`config.mk`:
```
export PLATFORM = sky130hd
export DESIGN_NAME = rlic_ctrl
export DESIGN_NICKNAME = d
export VERILOG_FILES = /design/src/sv/rlic_pkg.sv /design/src/sv/rlic_ctrl.sv
export SDC_FILE = /design/constraint.sdc
export NUM_CORES = 1
export LEC_CHECK = 0
export ABC_CLOCK_PERIOD_IN_PS = 2700
export BUFFER_PORTS_ARGS = -buffer_cell sky130_fd_sc_hd__buf_2
export CAP_MARGIN = 40
export CORE_AREA = 2 2 39 41
export CTS_CLUSTER_DIAMETER = 120
export DETAILED_ROUTE_END_ITERATION = 8
export DIE_AREA = 0 0 41 43
export PLACE_DENSITY = 0.69
export SLEW_MARGIN = 5
export SYNTH_ARGS = -nofsm -noshare
export SYNTH_HDL_FRONTEND = slang
export SYNTH_SLANG_ARGS = --single-unit
```
`constraint.sdc`:
```
create_clock -name clk_i -period 2.7 [get_ports clk_i]
set_clock_uncertainty 0.15 [all_clocks]
set_input_delay 0.135 -clock clk_i [delete_from_list [all_inputs] [get_ports clk_i]]
set_output_delay 0.135 -clock clk_i [all_outputs]
set_load 0.02 [all_outputs]
```
`src/sv/rlic_pkg.sv`:
```
// Package for the route load insertion check block.
// Holds sizes, opcodes and the request/result/command types. No dependencies.
package rlic_pkg;

  localparam int NumLocations = 128;
  localparam int MaxRouteLen  = 64;
  localparam int NumRoutes    = 32;

  localparam int LocW   = $clog2(NumLocations);
  localparam int PosW   = $clog2(MaxRouteLen);
  localparam int LenW   = PosW + 1;
  localparam int RteW   = $clog2(NumRoutes);
  localparam int LoadW  = 24;
  localparam int CapW   = 23;
  localparam int NodeW  = RteW + PosW;
  localparam int TabW   = 2 * LocW;

  localparam logic [1:0] OpAppend = 2'd0;
  localparam logic [1:0] OpClear  = 2'd1;
  localparam logic [1:0] OpCheck  = 2'd2;

  localparam logic signed [LoadW-1:0] LoadMax = 24'sh7FFFFF;
  localparam logic signed [LoadW-1:0] LoadMin = 24'sh800000;

  typedef struct packed {
    logic [1:0]         operation;
    logic [4:0]         route_index;
    logic [6:0]         location_id;
    logic signed [15:0] node_demand;
    logic               node_last;
    logic [6:0]         pickup_position;
    logic [6:0]         delivery_position;
    logic signed [15:0] pair_demand;
  } req_t;

  typedef struct packed {
    logic feasible;
    logic route_full;
  } rsp_t;

  // Controller to datapath commands.
  typedef struct packed {
    logic latch_req;     // capture the request, read length
    logic do_append;     // write node, bump length
    logic do_clear;
    logic sum_start;     // reset running sum, i = 0
    logic sum_step;      // issue node read at i
    logic sum_acc;       // accumulate read data at i
    logic row_start;     // i = 0 for table rows
    logic col_start;     // j = i, best init
    logic col_step;      // read at j
    logic col_write;     // update best, write table (j), j++
    logic row_next;      // i++
    logic chk_rd1;       // read node at pickup
    logic chk_rd2;       // read node at delivery
    logic chk_rd3;       // read table
    logic chk_done;      // compute verdict
    logic res_load;      // load result register
  } cmd_t;

  typedef struct packed {
    logic full;          // route length at max
    logic last;          // node_last on request
    logic [1:0] op;
    logic sum_end;       // i reached length
    logic row_end;       // i reached length
    logic col_end;       // j reached length
  } sts_t;

endpackage

```
`src/sv/rlic_ctrl.sv`:
```
// Controller for the route load insertion check block.
// Sequences append, refresh, clear and check. Uses rlic_pkg.
module rlic_ctrl (
  input  logic            clk_i,
  input  logic            rst_ni,
  input  logic            in_valid_i,
  output logic            in_stall_o,
  input  logic            out_busy_i,
  input  rlic_pkg::sts_t  sts_i,
  output rlic_pkg::cmd_t  cmd_o
);

  localparam logic [3:0] SIdle   = 4'd0;
  localparam logic [3:0] SDec    = 4'd1;
  localparam logic [3:0] SSumRd  = 4'd2;
  localparam logic [3:0] SSumAcc = 4'd3;
  localparam logic [3:0] SRow    = 4'd4;
  localparam logic [3:0] SColRd  = 4'd5;
  localparam logic [3:0] SColWr  = 4'd6;
  localparam logic [3:0] SChk1   = 4'd7;
  localparam logic [3:0] SChk2   = 4'd8;
  localparam logic [3:0] SChk3   = 4'd9;
  localparam logic [3:0] SChk4   = 4'd10;
  localparam logic [3:0] SDone   = 4'd11;
  localparam logic [3:0] SSumSt  = 4'd12;

  logic [3:0] state_q, state_d;

  assign in_stall_o = (state_q != SIdle);

  always_ff @(posedge clk_i or negedge rst_ni) begin
    if (!rst_ni) begin
      state_q <= SIdle;
    end else begin
      state_q <= state_d;
    end
  end

  // Next state and commands.
  always_comb begin
    state_d = state_q;
    cmd_o   = '0;
    case (state_q)
      SIdle: begin
        if (in_valid_i) begin
          cmd_o.latch_req = 1'b1;
          state_d = SDec;
        end
      end
      SDec: begin
        if (sts_i.op == rlic_pkg::OpAppend) begin
          if (!sts_i.full) cmd_o.do_append = 1'b1;
          state_d = sts_i.last ? SSumSt : SDone;
        end else if (sts_i.op == rlic_pkg::OpClear) begin
          cmd_o.do_clear = 1'b1;
          state_d = SDone;
        end else if (sts_i.op == rlic_pkg::OpCheck) begin
          cmd_o.chk_rd1 = 1'b1;
          state_d = SChk1;
        end else begin
          state_d = SDone;
        end
      end
      SSumSt: begin
        cmd_o.sum_start = 1'b1;
        state_d = SSumRd;
      end
      SSumRd: begin
        if (sts_i.sum_end) begin
          cmd_o.row_start = 1'b1;
          state_d = SRow;
        end else begin
          cmd_o.sum_step = 1'b1;
          state_d = SSumAcc;
        end
      end
      SSumAcc: begin
        cmd_o.sum_acc = 1'b1;
        state_d = SSumRd;
      end
      SRow: begin
        if (sts_i.row_end) begin
          state_d = SDone;
        end else begin
          cmd_o.col_start = 1'b1;
          state_d = SColRd;
        end
      end
      SColRd: begin
        if (sts_i.col_end) begin
          cmd_o.row_next = 1'b1;
          state_d = SRow;
        end else begin
          cmd_o.col_step = 1'b1;
          state_d = SColWr;
        end
      end
      SColWr: begin
        cmd_o.col_write = 1'b1;
        state_d = SColRd;
      end
      SChk1: begin
        cmd_o.chk_rd2 = 1'b1;
        state_d = SChk2;
      end
      SChk2: begin
        cmd_o.chk_rd3 = 1'b1;
        state_d = SChk3;
      end
      SChk3: begin
        state_d = SChk4;
      end
      SChk4: begin
        cmd_o.chk_done = 1'b1;
        state_d = SDone;
      end
      SDone: begin
        if (!out_busy_i) begin
          cmd_o.res_load = 1'b1;
          state_d = SIdle;
        end
      end
      default: state_d = SIdle;
    endcase
  end

endmodule

```
## Yosys cells after proc, flatten, opt, wreduce, memory -nomap -nowiden

Cells that the tools add are included.

| storage, ports and cells | value |
|---|---|
| output and inout bits | 17 |
| word-level logic and storage cells | 61 |
| bits in registers | 4 |
| bits of input ports | 11 |

| cells by class | value |
|---|---|
| muxes and demuxes | 39 |
| reductions and logical operators | 5 |
| equality and inequality tests | 16 |

Operators with widths:

| operator | count |
|---|---|
| $pmux W4 S12 | 1 |
| $mux W1 | 28 |
| $mux W4 | 6 |
| $eq A4 B4 Y1 const B | 5 |
| $eq A4 B3 Y1 const B | 4 |
| $eq A4 B2 Y1 const B | 2 |
| $mux W3 | 2 |
| $eq A4 B1 Y1 const B | 1 |
| $logic_not A4 Y1 | 1 |
| $mux W2 | 2 |
| $ne A2 B2 Y1 const B | 2 |
| $reduce_bool A4 Y1 | 1 |
| $eq A2 B1 Y1 const B | 1 |
| $eq A2 B2 Y1 const B | 1 |
| $logic_not A2 Y1 | 1 |
| $reduce_and A2 Y1 | 1 |
| $reduce_or A2 Y1 | 1 |

## Logic depth before layout (Yosys ltp)

| logic depth | value |
|---|---|
| word-level depth | 5 |
| depth in mapped cells | 4 |
| gate-level depth less buffers | 3 |

## Worst setup path before layout

No wires, ideal clock.

| timing path | value |
|---|---|
| path type | flip-flop to output port |
| start | register state_q[2] |
| end | output port cmd_o[14] (netlist bit) |
| path buffers | 1 |
| cell stages (with the launch flop) | 4 |
| required time | 2415 ps |
| data arrival time | 1697 ps |
| slack | 718 ps |
| path through | dfrtp_1 > buf_6 > or4b_4 > nor4_1 |

RTL lines:

| item | line | RTL |
|---|---|---|
| start: declaration | rlic_ctrl.sv:27 | `logic [3:0] state_q, state_d;` |
| start signal: assignment | rlic_ctrl.sv:33 | `state_q <= SIdle;` |
| start signal: assignment | rlic_ctrl.sv:35 | `state_q <= state_d;` |
| end: declaration | rlic_ctrl.sv:10 | `output rlic_pkg::cmd_t cmd_o` |

==> run_results.csv <==
group,metric,value,unit
routing,met2_length,553,um
layout,nets,101,
synthesis,ys_seq_elements,4,
power,switchingPower,0.3393,mW
cts,clock_latency,0.25,ns
power,p_leak,0.3348,nW
cts,cts_tree,"built",
layout,final_cell_mix,"27 x buf_2, 8 x nor2_1",
cts,cts-buffers-inserted,3,
layout,top_regs,"state_q (4)",
synthesis,synth_area_leaders,"dfrtp_1 20%, nor2_1 6.1%, o32ai_4 5.6%",
status,status,"finished, final reports clean",
job,cap_violations,0,
power,power.density,1025,mW/mm^2
power,pwr-share-comb,0.629,
synthesis,syn_area,491.7,um^2
timing,max_slew_margin,0.7030,
synthesis,syn_area_per_cell,8.061,um^2
layout,fill_cells,149,
worst_setup_path,worstSetupEndpointType,"output port",
worst_setup_path,crit_required,2.41,ns
routing,ant_nets,0,
cts,clk_root_buffer_cell,"clkbuf_4",
power,power.internal,0.3278,mW
routing,top_layer,"met4",
synthesis,synth_top_area_share,0.2036,
placement,hpwl,966.6,um
cts,cts.clk_slew.worst_paths,0.04,ns
global_routing,grt_max_degree,17,
power,p_total,0.6671,mW
layout,num_antenna_cells,0,
synthesis,synthDistinctLibCells,35,
timing,max_freq,0.4888,GHz
routing,wl,1255,um
routing,drt-initial-drc-count,14,
power,swShare,0.5086,
worst_setup_path,startpoint_type,"flip-flop",
global_routing,grt_pass1_wl,2145,um
cts,cts.sinks,4,
routing,vias_per_cell,5.337,
floorplanning,die_h,43,um
placement,io_buffers,27,
power,clkPwrFrac,0.116,
global_routing,antenna_found_initial,0,
cts,cts_resized,0,
floorplanning,die_w,41,um
floorplanning,rows,14,
routing,wl_met1,581,um
cts,htreeDepth,1,
routing,firstDrtPassIters,4,
power,seqPwrFrac,0.255,
timing,period_needed,2.046,ns
synthesis,yosys_warnings,0,
routing,drc,0,
synthesis,syn_nets,72,
layout,largest_reg_flops,4,
timing,setup_tns,0,ns
floorplanning,io_pins,28,
worst_setup_path,cp_max_fo,16,
worst_setup_path,critPathKind,"reg -> out",
synthesis,ys_seq_area_frac,0.2036,
global_routing,first_global_vias,490,
layout,areaGrowthSynthToFinish,32.32,%
routing,vias,555,
floorplanning,design.core.area,0.001384,mm^2
layout,largest-register,"state_q",
timing,min_period_over_period,0.7577,
routing,dr_wl_met3,93,um
worst_hold_path,hp-class,"in -> reg",
floorplanning,initial_utilization,0.3553,
routing,wl_per_cell,12.07,um
synthesis,syn-instance-count,61,
floorplanning,die-area,0.001763,mm^2
layout,mostFrequentLayoutCell,"buf_2",
timing,worst_slew_pin_slew,0.4342,ns
timing,hold_viol_final,0,
global_routing,grt.total_usage,0.1793,
timing,setup-violations-final,0,
power,irDropWorstVdd,522.5,uV
worst_setup_path,cp.arrival,1.76,ns
global_routing,grt_remaining_overflow,0,
synthesis,yosys.area.top_type,"dfrtp_1",
placement,routabilityCongestion,0.8645,
cts,cts_max_path_buffers,2,
layout,drive_gt1_frac,0.4318,
timing,rsz0062_at_grt,"false",
timing,drv_slew,0,
==> synth_stat cells <==
cell / count
a2111oi_0: 1
a211o_1: 1
a21bo_1: 1
a21boi_0: 1
a21oi_1: 2
and2_1: 1
and2_2: 1
and2b_2: 1
and3_1: 1
and3b_1: 1
buf_2: 2
buf_4: 1
buf_6: 1
dfrtp_1: 4
inv_1: 3
nand2_1: 2
nand2b_1: 4
nand3b_1: 1
nor2_1: 8
nor3_1: 4
nor3b_1: 1
nor3b_2: 1
nor4_1: 4
o21a_1: 1
o21ai_0: 1
o21bai_1: 1
o221a_1: 1
o22ai_1: 1
o32ai_1: 1
o32ai_4: 1
or2_2: 1
or2b_1: 2
or3b_2: 2
or4_1: 1
or4b_4: 1
==> logic make-up (layout without fill, tap and decap cells) <==
kind of cell | after synthesis | count (layout) | synth area share
simple gates | 37 | 37 | 0.4733
buf+inv | 7 | 34 | 0.08143
flops | 4 | 4 | 0.2036
compound gates | 13 | 13 | 0.2418
==> timing repair <==
action | 4_1_cts | 5_1_grt
hold buffers | 1 | 0
setup buffers | 0 | 0
hold endpoints to repair | 4 | 0
==> worst paths after layout <==
check	start	endpoint	slack, ns	depth (start not counted)
max	state_q[1]$_DFFE_PN0P_	cmd_o[13]	0.65	3
min	in_valid_i	state_q[0]$_DFFE_PN0P_	0.06	2
max reg2reg	state_q[0]$_DFFE_PN0P_	state_q[1]$_DFFE_PN0P_	0.96	3
min reg2reg	state_q[2]$_DFFE_PN0P_	state_q[3]$_DFFE_PN0P_	0.61	2
max in group asynchronous	rst_ni	state_q[3]$_DFFE_PN0P_	2.20	2
min in group asynchronous	rst_ni	state_q[0]$_DFFE_PN0P_	0.07	2
==> metrics by stage <==
| stage | hold slack, ns | worst slack, ns | utilization | cell area [um^2] | instances |
|---|---|---|---|---|---|
| floorplan | -0.3106 | 0.7183 | - | 491.7 | 61 |
| global placement | -0.2060 | 0.9426 | 0.4467 | 618.1 | 100 |
| detailed placement | -0.2013 | 0.9140 | 0.4467 | 618.1 | 100 |
| CTS | 0.06376 | 0.6562 | 0.4702 | 650.6 | 104 |
| global route | 0.06427 | 0.5462 | 0.4702 | 650.6 | 104 |
| finish | 0.05840 | 0.6541 | 0.4702 | 650.6 | 104 |
==> power groups by stage <==
stage,Sequential [mW],Clock (mW),Combinational (mW)
2_1_floorplan,0.109,0,0.394
3_3_place_gp,0.170,0,0.417
3_5_place_dp,0.169,0,0.419
4_1_cts,0.168,0.0777,0.421
5_1_grt,0.183,0.0824,0.465
6_report,0.170,0.0772,0.420
==> area by class of cell <==
type                       count  area, um^2  area share
multi-input combinational     50       351.6      0.5404
clock buffer                   3       22.52     0.03462
tap                           16       20.02     0.03077
timing repair buffer          28       145.1      0.2231
sequential                     4       100.1      0.1538
inverter                       3       11.26     0.01731
==> metal layers <==
metal | global-route usage | up-vias
li1 | - | 278
met1 | 0.2760 | 254
met2 | 0.2031 | 16
met3 | 0.09424 | 7
met4 | 0.06667 | 0
met5 | 0 | -
==> worst max-delay path, cell delays in order (launching register included) <==
cell and delay [ns]:
dfrtp_1 0.53, or4b_4 0.60, nor3b_1 0.20, buf_2 0.19
(Power assumes the default switching activity.)
